--- config.mk ---
export PLATFORM = sky130hd
export DESIGN_NAME = llft_alu
export DESIGN_NICKNAME = d
export VERILOG_FILES = /design/src/rtl/llft_pkg.sv /design/src/rtl/llft_alu.sv
export SDC_FILE = /design/constraint.sdc
export NUM_CORES = 1
export LEC_CHECK = 0
export ABC_AREA = 1
export ABC_CLOCK_PERIOD_IN_PS = 6500
export BUFFER_PORTS_ARGS = -buffer_cell sky130_fd_sc_hd__clkbuf_2
export CORE_UTILIZATION = 52
export DETAILED_ROUTE_END_ITERATION = 10
export GPL_TIMING_DRIVEN = 0
export PLACE_DENSITY = 0.79
export SYNTH_ARGS = -nofsm -noshare
export SYNTH_HDL_FRONTEND = slang
export SYNTH_SLANG_ARGS = --single-unit
--- constraint.sdc ---
create_clock -name vclk -period 6.5
set_input_delay 1.3 -clock vclk [all_inputs]
set_output_delay 1.3 -clock vclk [all_outputs]
set_load 0.01 [all_outputs]
--- src/rtl/llft_pkg.sv ---
// Shared constants and types for the leaf label frequency table.
package llft_pkg;

  localparam int LEAVES_DEF  = 16;
  localparam int ENTRIES_DEF = 32;

  localparam int FUNC_W  = 1;
  localparam int LEAF_W  = 4;
  localparam int LABEL_W = 16;
  localparam int CNT_W   = 32;
  localparam int TOP_W   = 6;

  localparam logic [TOP_W-1:0]  TOP_RESET   = 6'd4;
  localparam logic [FUNC_W-1:0] FUNC_QUERY  = 1'b0;
  localparam logic [FUNC_W-1:0] FUNC_RECORD = 1'b1;

  // Result of the shared saturating adder and comparator.
  typedef struct packed {
    logic [CNT_W-1:0] sum;
    logic             lt;
  } alu_rsp_t;

endpackage

--- src/rtl/llft_alu.sv ---
// Shared saturating adder and magnitude comparator for counts and sums.
module llft_alu (
  input  logic [llft_pkg::CNT_W-1:0] a,
  input  logic [llft_pkg::CNT_W-1:0] b,
  output llft_pkg::alu_rsp_t         rsp
);
  import llft_pkg::*;

  logic [CNT_W:0] sum_wide;

  assign sum_wide = {1'b0, a} + {1'b0, b};

  always_comb begin
    rsp.sum = sum_wide[CNT_W] ? {CNT_W{1'b1}} : sum_wide[CNT_W-1:0];
    rsp.lt  = (a < b);
  end

endmodule

==> flow_summary.toml, run 1 <==
[grt]
grt_max_degree = 11
grt-busiest-layer = "met2"
overflow = 0
grt.total_usage = 0.292
grt_pass1_vias = 3872
met2_usage = 0.490
grt_util_met3 = 0.0126
antenna_found_initial = 0
grt_pass1_wl_um = 17500
grt_use_met1 = 0.422

[worst_hold_path]
min_to = "rsp[1]"
holdPathStages = 4
hold_class = "in2out"
hp-start = "b[0]"

[timing]
min_period_ps = 4550
final.setup.tns_ps = 0
slew_headroom = 0.638
rsz0062_at_grt = "no"
drv_slew = 0
finalWorstSetupSlack_ps = 1950
min_period_over_period = 0.701
tightest_slew_ps = 537
fmax_ghz = 0.220
hold_viol = 0
setup_viol = 0

[layout]
nets = 903
seq_cells = 0
nClkBuffers = 0
syn_to_final_growth_pct = 16.2
antenna_cells = 0
drive_gt1_frac = 0.214
seq_area_um2 = 0
fillers = 682

[drt]
wl_per_cell_um = 12.4
first_pass_iters = 5
drtIter0Drc = 225
ant_nets = 0
post-route-drc-count = 0
viasPerCell = 5.12
finalWirelength_um = 10500
via_count = 4347

[die]
fp.dieArea_mm2 = 0.00724
initial_core_util = 0.553
die_y_um = 85.1
row_count = 29
die-width_um = 85.1
ios = 97
core_mm2 = 0.00649

[worst_setup_path]
arrival_ps = 3250
critical_path_buf_inv_count = 3
crit_cells = 13
max_stage_delay_ps = 390
cp_max_fo = 10
cp_slowest_cell = "fa_1"
startpoint_type = "input port"
crit_top_cell = "nand2_2"
critPathCaptureType = "primary output"
path_cells = "clkbuf_2 > ha_1 > fa_1 > nand2_1 > nand2_1 > nand4_1 > nand2_2 > nand2_2 > nand2_2 > a21oi_4 > buf_6 > nand3_2 > clkbuf_2"
worst-setup-path-type = "in2out"
cp.required_ps = 5200
crit_family = "simple AND/OR/NAND/NOR gates"

[place]
routabilityCongestion = 0.964
portBuffers = 97
hpwl_um = 9320
dp_slack_ps = 1950

[yosys]
synth_cells = 675
synth.distinct_cells = 31
syn_area_mm2 = 0.00359
seq_area_frac_synth = 0
synth_nets = 804
synth_warnings = 0
synth.avg_cell_area_um2 = 5.32

[cts]
ctsHoldBuffers = 0
cts_setup_buffers = 0
cts_resized = 0

[power]
ir_drop_uv = 44.4
total_power_uw = 392
p_per_area_mw_per_mm2 = 94.0
power_leakage_uw = 0.00269

[run_status]
outcome = "complete, no violations"

[job]
maxCapViolations = 0
[area by class of cell]
type	instances	area [um2]	area share
inverter	166	626	0.150
timing repair buffer	97	485	0.116
tap	77	96.3	0.0231
buffer	4	42.5	0.0102
multi-input combinational	505	2920	0.701
[routing by layer]
| layer | wire length [um] | part of all wire |
|---|---|---|
| met5 | 0 | 0 |
| met4 | 131 | 0.012 |
| met3 | 510 | 0.049 |
| met2 | 4700 | 0.45 |
| met1 | 5150 | 0.49 |
[logic make-up (layout without fill, tap and decap cells)]
group           count (synthesis)  after routing  share of synthesized area
compound gates                 55             55                     0.0860
fa+ha+maj                      65             65                      0.228
buf+inv                       170            267                      0.186
simple gates                  385            385                      0.499
[cells in the mapped netlist]
master,n,area (um2)
nand2_1,207,777
inv_1,152,571
ha_1,64,801
nor2_1,57,214
a21oi_1,35,175
nand3_1,33,165
nand3_2,28,280
nand2_2,16,100
nor3_1,16,80.1
nand4_1,15,93.8
o21ai_0,12,60.1
inv_2,11,41.3
and2_1,4,25.0
o21bai_1,3,22.5
buf_6,2,22.5
clkinv_2,2,10.0
nor2_2,2,12.5
nor4_1,2,12.5
or2_2,2,12.5
a21oi_2,1,8.76
a21oi_4,1,16.3
and3_1,1,6.26
buf_2,1,5.00
buf_8,1,15.0
clkinv_1,1,3.75
fa_1,1,20.0
nand3b_1,1,7.51
nor3b_1,1,7.51
o21a_1,1,7.51
o21bai_2,1,11.3
o31ai_1,1,7.51
[how the worst max path moves through the flow]
stage,startpoint,end,slack (ps)
after floorplan,a[0],rsp[15],2390
after global placement,a[0],rsp[16],1980
after detailed placement,a[0],rsp[16],1950
after CTS,a[0],rsp[16],1940
after global routing,a[0],rsp[16],1790
final,a[0],rsp[16],1950
[power breakdown]
group          total (uW)  internal [uW]  switching [uW]
registers               0              0               0
clock network           0              0               0
logic                 392            143             249
[placed cells by master, fill, tap and decap left out, drive strengths merged, types with 2 or more instances in the layout]
master  synthesis  final
nor3           16     16
o21bai          4      4
clkinv          3      3
nand4          15     15
nor4            2      2
o21ai          12     12
nand2         223    223
and2            4      4
clkbuf          0     97
ha             64     64
a21oi          37     37
nor2           59     59
inv           163    163
buf             4      4
or2             2      2
nand3          61     61
[metrics by stage]
step,instance area (um2),hold WS [ps],std cells,util
final,4170,2980,849,0.643
after global routing,4170,3040,849,0.643
after CTS,4170,2990,849,0.643
after detailed placement,4170,2980,849,0.643
after global placement,4170,2970,849,0.643
after floorplan,3590,2770,675,-
Power figures use the tool's default switching activity.
==> run 2, diff against run 1 <==
- ABC_AREA: 1 -> 0
- ABC_CLOCK_PERIOD_IN_PS: 6500 -> 4100
- CORE_UTILIZATION: 52 -> 49
- PLACE_DENSITY: 0.79 -> 0.81
- clock period: 6.5 -> 4.1 ns (I/O delays scaled with it)
==> run 2 against run 1 <==
Net effect: via count is 19% lower; setup slack worse by 1900 ps; synthesized area decreased by 18%; sequential share of layout area unchanged; core utilization rose by 4.1 points; hold slack worse by 980 ps; global-route usage fell by 2.3 points; first-iteration DRC count grew 46%; critical path type unchanged; largest cell class unchanged; highest routed layer unchanged.
==> flow_summary.toml, run 2 <==
[run_status]
outcome = "complete, no violations"

[worst_hold_path]
hold_class = "in2out"

[cts]
ctsHoldBuffers = 0

[timing]
rsz0062_at_grt = "yes"
setup_viol = 0
slew_headroom = 0.499
min_period_ps = 4090
tightest_slew_ps = 745
fmax_ghz = 0.244
min_period_over_period = 0.999
drv_slew = 0
final.setup.tns_ps = 0
hold_viol = 0

[die]
core_mm2 = 0.00564
die_y_um = 79.5
fp.dieArea_mm2 = 0.00632
ios = 97
initial_core_util = 0.521
die-width_um = 79.5
row_count = 27

[layout]
drive_gt1_frac = 0.325
fin_cells = 613
nets = 672
final_cell_mix = "97 x clkbuf_2, 57 x inv_1, 57 x ha_1, 41 x a21oi_1, 35 x nor2_1"
syn_to_final_growth_pct = 31.2
mostFrequentLayoutCell = "clkbuf_2"
antenna_cells = 0
fillers = 473
nClkBuffers = 0
seq_cells = 0
seq_area_um2 = 0
multiInputGateArea_mm2 = 0.00282

[yosys]
synth.avg_cell_area_um2 = 6.86
synth_warnings = 0
synth_top_cell_by_area = "ha_1"
yosysTopAreaCellShare = 0.272
synth_cells = 429
yosysMostFrequentCell = "ha_1"
seq_area_frac_synth = 0
synth.distinct_cells = 63
synth_top_cells_by_area = "ha_1 27%, inv_1 7.3%, a21oi_1 7.1%"
synth_nets = 558
synth_common_cells = "64 x ha_1, 57 x inv_1, 42 x a21oi_1"
syn_area_mm2 = 0.00294

[grt]
grt_max_degree = 11
grt.total_usage = 0.269
overflow = 0
antenna_found_initial = 0
grt_pass1_vias = 3340
grt_pass1_wl_um = 14300

[drt]
viasPerCell = 5.78
wl_per_cell_um = 14.4
ant_nets = 0
via_count = 3541
drtIter0Drc = 329
finalWirelength_um = 8820
first_pass_iters = 4
post-route-drc-count = 0

[place]
hpwl_um = 6900
routabilityCongestion = 0.905
portBuffers = 97
placed_cells = 598

[job]
maxCapViolations = 0

[worst_setup_path]
startpoint_type = "input port"
cp.required_ps = 3280
cp_max_fo = 3
critPathCaptureType = "primary output"
worst-setup-path-type = "in2out"
arrival_ps = 3270

[power]
ir_drop_uv = 103
p_per_area_mw_per_mm2 = 164
power_leakage_uw = 0.00196
## run 2: changes by cell type in the layout (fill, tap and decap cells not counted), sizes merged, moves of 11 or more
cell,change
nor2,-22
inv,-98
buf,+22
nand2,-190
xnor2,+18
nand3,-55
o21bai,+11
## run 2: per-stage QoR
| stage | hold WS [ps] | cell area (um2) | utilization | total power [uW] | worst slack, ps |
|---|---|---|---|---|---|
| floorplan | 1810 | 2940 | - | 381 | 336 |
| global placement | 2000 | 3520 | 0.623 | 543 | -245 |
| detailed placement | 2010 | 3520 | 0.623 | 557 | -336 |
| CTS | 2010 | 3740 | 0.663 | 599 | 18.0 |
| global route | 2040 | 3860 | 0.684 | 692 | -96.9 |
| finish | 2010 | 3860 | 0.684 | 634 | 5.08 |
## run 2: final cells by class
cell class,instances,area share
Timing Repair Buffer,115,0.164
Tap cell,72,0.0233
Inverter,65,0.0632
Buffer,12,0.0191
Multi-Input combinational cell,349,0.730
## run 2: worst paths after layout
kind	from	to	slack, ps	cells after the start
min	b[0]	rsp[1]	2010	4
max	b[1]	rsp[24]	5	14
## run 2: report_power, final
part           switching, uW  leakage (uW)  internal (uW)  total (uW)
registers                  0             0              0           0
logic                    363       0.00196            271         634
clock network              0             0              0           0
## run 2: logic make-up (layout without fill, tap and decap cells)
family,Yosys count,in the layout,share of synthesized area
AOI/OAI and AO/OA,126,126,0.297
muxes,2,2,0.00681
buffers and inverters,80,192,0.111
adders and majority gates,65,65,0.279
xor gates and xnor gates,20,20,0.0595
and+or+nand+nor,136,136,0.247
## run 2: layer usage
| layer | track usage | vias up | part of all wire |
|---|---|---|---|
| met5 | 0 | - | 0 |
| met4 | 0.0600 | 0 | 0.019 |
| met3 | 0.0183 | 21 | 0.055 |
| met1 | 0.324 | 1640 | 0.43 |
| li1 | - | 1737 | - |
| met2 | 0.511 | 143 | 0.50 |
## run 2: timing repair
item | 4_1_cts | 5_1_grt
resized for setup | 19 | 20
pin swaps | 10 | 13
setup endpoints to repair | 31 | 31
buffers inserted | 14 | 4
## run 2: worst max-delay path, cell delays in order
cell	delay [ps]
clkbuf_2	120
inv_1	50
ha_1	310
nor2b_2	160
o311ai_2	150
a211oi_2	370
a221oi_2	110
buf_4	180
a2111oi_4	350
nor3_2	120
buf_4	160
xnor2_1	150
nand2_1	100
clkbuf_2	130
